==> src/hdl/irpb_mod.sv <==
// Restoring remainder unit: one conditional subtract per cycle, high shift first.
module irpb_mod #(
  parameter int VAL_W = 13,
  parameter int LEN_W = 13
) (
  input  logic             clk,
  input  logic             rst,
  input  logic             start,
  input  logic [VAL_W-1:0] value,
  input  logic [LEN_W-1:0] len,
  output logic             done,
  output logic [LEN_W-1:0] rem
);

  localparam int W  = VAL_W + LEN_W;
  localparam int KW = (VAL_W > 1) ? $clog2(VAL_W) : 1;

  logic [VAL_W-1:0] v;
  logic [KW-1:0]    k;
  logic             busy;
  logic [W-1:0]     sub;
  logic             ge;

  assign sub = W'(len) << k;
  assign ge  = W'(v) >= sub;
  assign rem = v[LEN_W-1:0];

  always_ff @(posedge clk) begin
    if (rst) begin
      busy <= 1'b0;
      done <= 1'b0;
    end else begin
      done <= 1'b0;
      if (start) begin
        busy <= 1'b1;
      end else if (busy && k == '0) begin
        busy <= 1'b0;
        done <= 1'b1;
      end
    end
  end

  always_ff @(posedge clk) begin
    if (start) begin
      v <= value;
      k <= KW'(VAL_W - 1);
    end else if (busy) begin
      if (ge) begin
        v <= v - sub[VAL_W-1:0];
      end
      if (k != '0) begin
        k <= k - 1'b1;
      end
    end
  end

endmodule

==> config.mk <==
export PLATFORM = sky130hd
export DESIGN_NAME = irpb_mod
export DESIGN_NICKNAME = d
export VERILOG_FILES = /design/src/hdl/irpb_mod.sv
export SDC_FILE = /design/constraint.sdc
export NUM_CORES = 1
export LEC_CHECK = 0
export ABC_AREA = 0
export BUFFER_PORTS_ARGS = -buffer_cell sky130_fd_sc_hd__buf_2
export CORE_MARGIN = 4
export CORE_UTILIZATION = 56
export CTS_CLUSTER_DIAMETER = 150
export CTS_CLUSTER_SIZE = 30
export DETAILED_ROUTE_END_ITERATION = 8
export GPL_TIMING_DRIVEN = 1
export PLACE_DENSITY = 0.92
export SETUP_SLACK_MARGIN = 0.2
export SYNTH_ARGS = -nofsm -noshare
export SYNTH_HDL_FRONTEND = slang
export SYNTH_SLANG_ARGS = --single-unit
==> constraint.sdc <==
create_clock -name clk -period 5.1 [get_ports clk]
set_clock_uncertainty 0.1 [all_clocks]
set_input_delay 0.765 -clock clk [delete_from_list [all_inputs] [get_ports clk]]
set_output_delay 0.765 -clock clk [all_outputs]
set_load 0.05 [all_outputs]
==> results.tsv, run 1 <==
metric	value	unit
run_status	completed	
nNetsFinal	343	
placed_area	2270	sq um
finalPower	592	uW
ctsRootBufferMaster	clkbuf_8	
area_growth	12.2	%
final_util	67.5	%
crit_fanout	26	
use_met3	3.24	%
cts_sinks	19	
yosys_warnings	0	
dieArea	4740	sq um
hold_end	done	
grt_max_degree	36	
powerDensity	254	nW/um^2
die_w	68.8	microns
final-hold-violation-count	0	
dp_hpwl	3870	microns
drc	0	
clkLatencyLatePin	0.26	ns
grt_antenna_before_repair	0	
grt_pass1_wl	8390	microns
ys_ff_latch	19	
use_met1	29.2	%
io_buffer_count	42	
crit_buf_inv	0	
vias	2060	
diodes	0	
ant_nets	0	
boundaryPins	43	
r2r_slack	0.74	ns
end_kind	register	
worst_path_largest_cell_delay	0.95	ns
start_util	60.2	%
drive_gt1_share	19.8	%
clockBufferDepth	2	
cts_max_level	1	
cts_tree	built	
hold_buffers	0	
grt_use_met2	40.6	%
drt-wirelength-per-cell	15.0	microns
synth_edf_count	13	
period_share	85.5	%
post_cts_buffers	0	
reg2reg_from	k[1]	
grt-ovfl-total	0	
viasPerCell	5.99	
cts-buffers-inserted	3	
start_kind	register	
rows	21	
ir_worst_vdd	0.176	mV
fin_crit	4.36	ns
syn_nets	311	
whs	0.410	ns
syn_area_per_cell	7.76	sq um
drv_cap	0	
p_leak	0.000972	uW
drtPass1Iterations	5	
cp.required	4.90	ns
design_area	2320	sq um
crit_slowest_cell	dfxtp_1	
crit_type	register to register	
timing.fmax	229	MHz
r2r_cells	11	
drv_slew	0	
yosysSeqAreaShare	24.6	%
grt_pass1_vias	1934	
synth_area	2070	sq um
gp_congestion	0.950	
tns	0	ns
dr.first_iter.drc_count	132	
rsz0062_at_grt	false	
hp-start	busy	
grtUsageTotal	23.0	%
finalWirelength	5150	microns
r2r-end	rem[11]	
min_path_cells	1	
die_y	68.8	microns
arrival	4.16	ns
hold_class	register to register	
worstMarginPinSlew	0.960	ns
syn-instance-count	267	
synth_cell_types	49	
crit_family	simple AND/OR/NAND/NOR gates	
coreArea	3440	sq um
maxSlewHeadroom	35.9	%
cts_resized	0	
ys_async_sr_fraction	0	%
clk_pin_slew	0.07	ns
setup_viol	0	
path_cells	mux2i_1 -> mux2_2 -> o21ai_0 -> nand2b_1 -> ha_1 -> nand4_1 -> a211oi_1 -> nor3_2 -> o21ai_1 -> a2111oi_1 -> nor3_4	
synth_flop_cell	edfxtp_1	
grt-busiest-layer	met2	
metrics by stage:
stage	cells	worst slack [ns]
after global routing	344	0.380
after floorplan	267	1.45
after CTS	344	0.464
final	344	0.739
after global placement	340	0.781
after detailed placement	340	0.622
Yosys cell counts (all sizes together) (2+ instances only):
master	instances	share of area [%]
clkbuf	12	2.2
dfxtp	6	5.8
a2111oi	4	1.8
mux2i	10	4.8
or2	4	1.2
o21ai	35	8.5
and2	2	0.60
a21o	5	1.8
o211ai	2	0.72
nor4	5	1.5
nand4	2	0.60
and3	3	0.91
mux2	7	4.0
o32ai	2	1.2
o21a	3	1.1
xnor2	4	1.7
a21oi	19	4.6
buf	5	1.8
nand2	33	6.0
a31oi	2	0.60
nor2	23	4.2
xor2	8	3.4
nand2b	9	2.7
nand3	4	0.97
ha	14	8.5
nor2b	2	0.60
inv	7	1.3
nor3	9	2.7
edfxtp	13	19
a211oi	4	1.4
flip-flops by register name, summed over array words and instances (netlist names):
signal and cells:
k 4, done 1, busy 1, rem 13
layout by cell type (no fill, tap or decap), drive strengths merged, types with 2 or more instances in the layout:
cell	instances
xor2	8
o32ai	2
o21a	3
or2	4
o211ai	2
ha	14
a211oi	4
nor3	9
and2	2
a2111oi	4
nor2	23
a21oi	19
a21o	5
o21ai	35
mux2i	10
nand2	33
a31oi	2
nand2b	9
nand3	4
xnor2	4
dfxtp	6
clkbuf	4
and3	3
edfxtp	13
buf	44
nand4	2
nor2b	2
inv	7
mux2	7
nor4	5
worst max-delay path by stage:
stage,startpoint,to,slack [ns],depth (start not counted)
floorplan,len[0],rem[0],1.45,12
global placement,len[0],rem[5],0.78,13
detailed placement,k[1],rem[5],0.62,11
CTS,k[1],rem[8],0.46,11
global route,k[1],rem[8],0.38,13
finish,k[1],rem[11],0.74,11
power breakdown:
part | switching, uW | total (uW) | internal, uW
logic | 178 | 286 | 108
clock network | 51.4 | 107 | 55.6
registers | 14.5 | 199 | 184
total | 244 | 592 | 348
area by class of cell:
type                       count  area (sq um)
tap                           46          57.6
inverter                       7          26.3
fill                         300          1120
multi-input combinational    224          1460
clock buffer                   4          45.0
timing repair buffer          44           225
sequential                    19           510
logic make-up after synthesis:
family / count (synthesis) / share of synthesized area (%)
buffers and inverters: 24 / 5.19
AO/OA/AOI/OAI: 82 / 24.2
multiplexers: 17 / 8.82
AND/OR/NAND/NOR: 98 / 22.7
adder cells (fa/ha/maj): 15 / 9.42
flip-flops: 19 / 24.6
XOR/XNOR: 12 / 5.07
routing by layer:
metal | share of wire [%] | up-vias
li1 | - | 1037
met5 | 0 | -
met2 | 49 | 70
met4 | 1.1 | 0
met1 | 45 | 944
met3 | 4.9 | 9
No activity file was read; power rests on OpenSTA's default activity.
==> inputs of run 2 (changes only) <==
--- a/config.mk
+++ b/config.mk
@@ -6,14 +6,14 @@
 export NUM_CORES = 1
 export LEC_CHECK = 0
 export ABC_AREA = 0
-export BUFFER_PORTS_ARGS = -buffer_cell sky130_fd_sc_hd__buf_2
 export CORE_MARGIN = 4
-export CORE_UTILIZATION = 56
+export CORE_UTILIZATION = 59
 export CTS_CLUSTER_DIAMETER = 150
 export CTS_CLUSTER_SIZE = 30
 export DETAILED_ROUTE_END_ITERATION = 8
+export DONT_BUFFER_PORTS = 1
 export GPL_TIMING_DRIVEN = 1
-export PLACE_DENSITY = 0.92
+export PLACE_DENSITY = 0.86
 export SETUP_SLACK_MARGIN = 0.2
 export SYNTH_ARGS = -nofsm -noshare
 export SYNTH_HDL_FRONTEND = slang
==> run 2 against run 1 <==
Fmax is 1.2% higher. Via count is 10% lower. Die area is 4.5% lower. Critical path depth is 1 higher. Sequential power is 18% higher. Combinational power is 24% lower. Non-clock buffer count is 42 lower.
==> results.tsv, run 2 (synthesis results as in run 1) <==
metric	value	unit
grt-ovfl-total	0	
nNetsFinal	301	
boundaryPins	43	
clkLatencyLatePin	0.31	ns
dieArea	4520	sq um
fin_cells	302	
fin_crit	4.31	ns
gp_congestion	0.937	
arrival	4.15	ns
drv_cap	0	
run_status	completed	
hp-start	rst	
maxSlewHeadroom	28.1	%
crit_family	simple AND/OR/NAND/NOR gates	
drt-wirelength-per-cell	15.7	microns
end_kind	register	
r2r_cells	12	
crit_fanout	21	
hold_class	input pin to register	
grt_antenna_before_repair	0	
rows	21	
crit_slowest_cell	nor3_2	
post_cts_buffers	0	
coreArea	3360	sq um
start_kind	register	
finalWirelength	4730	microns
cts_max_level	1	
cp.required	4.94	ns
final_common_cell	nand2_1	
whs	0.412	ns
dp.cells	298	
drc	0	
worstMarginPinSlew	1.07	ns
grt_pass1_vias	1686	
cts-buffers-inserted	3	
clockBufferDepth	2	
final-hold-violation-count	0	
r2r-end	rem[10]	
drive_gt1_share	6.64	%
grt_max_degree	36	
grtUsageTotal	22.5	%
startpoint	k[0]	
dr.first_iter.drc_count	213	
path_cells	inv_1 -> mux2i_1 -> nand2_1 -> o21ai_0 -> nand2b_1 -> ha_1 -> nand4_1 -> a211oi_1 -> nor3_2 -> o21ai_1 -> a2111oi_1 -> nor3_2	
area_growth	0.845	%
r2r_slack	0.79	ns
hold_buffers	0	
die_w	67.3	microns
cts_sinks	19	
fillers	311	
ctsRootBufferMaster	clkbuf_4	
period_share	84.5	%
grt_pass1_wl	7690	microns
worst_path_largest_cell_delay	0.89	ns
powerDensity	254	nW/um^2
drtPass1Iterations	5	
ir_worst_vdd	0.146	mV
drv_slew	0	
viasPerCell	6.11	
timing.fmax	232	MHz
vias	1846	
mostFrequentLayoutCells	nand2_1 (33), o21ai_0 (31), nor2_1 (23), a21oi_1 (19), ha_1 (14)	
io_buffer_count	0	
clk_pin_slew	0.10	ns
p_leak	0.000796	uW
tns	0	ns
cts_resized	0	
hold_end	busy	
ant_nets	0	
crit_type	register to register	
reg2reg_from	k[0]	
diodes	0	
rsz0062_at_grt	false	
largest_register_ffs	13	
die_y	67.3	microns
start_util	61.6	%
cts_tree	built	
crit_buf_inv	1	
dp_hpwl	3610	microns
min_path_cells	1	
cp_common_cell	nor3_2	
setup_viol	0	
run 2: final cells by class:
class / count / area [sq um] / area share [%]
Timing Repair Buffer: 2 / 15.0 / 0.719
Sequential cell: 19 / 510 / 24.4
Multi-Input combinational cell: 224 / 1450 / 69.6
Inverter: 7 / 26.3 / 1.26
Tap cell: 46 / 57.6 / 2.75
Clock buffer: 4 / 26.3 / 1.26
run 2: worst register-to-register path, stage by stage (launching register included):
cell and delay, ns:
dfxtp_1 0.76, inv_1 0.41, mux2i_1 0.32, nand2_1 0.07
o21ai_0 0.08, nand2b_1 0.08, ha_1 0.37, nand4_1 0.15
a211oi_1 0.26, nor3_2 0.10, o21ai_1 0.22, a2111oi_1 0.13
nor3_2 0.89
run 2: report_power, final:
group / switching, uW / internal (uW) / leakage [uW]
Sequential: 50.7 / 185 / 0.000171
Combinational: 124 / 93.8 / 0.000609
Clock: 47.5 / 30.6 / 0.0000150
Total: 222 / 309 / 0.000796
run 2: through the flow:
stage	area [sq um]	utilization, %	power, uW	worst slack, ns
2_1_floorplan	2070	-	419	1.45
3_3_place_gp	2060	61.3	450	0.911
3_5_place_dp	2060	61.3	453	0.830
4_1_cts	2090	62.1	532	0.814
5_1_grt	2090	62.1	570	0.380
6_report	2090	62.1	531	0.791
run 2: how the worst max path moves through the flow:
stage,endpoint,slack (ns),cells past startpoint
after global placement,rem[4],0.91,12
after CTS,rem[9],0.81,13
after detailed placement,rem[5],0.83,13
after global routing,rem[10],0.38,12
final,rem[10],0.79,12
after floorplan,rem[0],1.45,12
run 2: metal layers:
metal / track usage (%) / wire length [microns] / vias to the layer above
li1: - / - / 948
met2: 35.8 / 2140 / 63
met4: 9.87 / 76 / 0
met1: 29.2 / 2100 / 830
met3: 4.83 / 412 / 5
met5: 0 / 0 / -
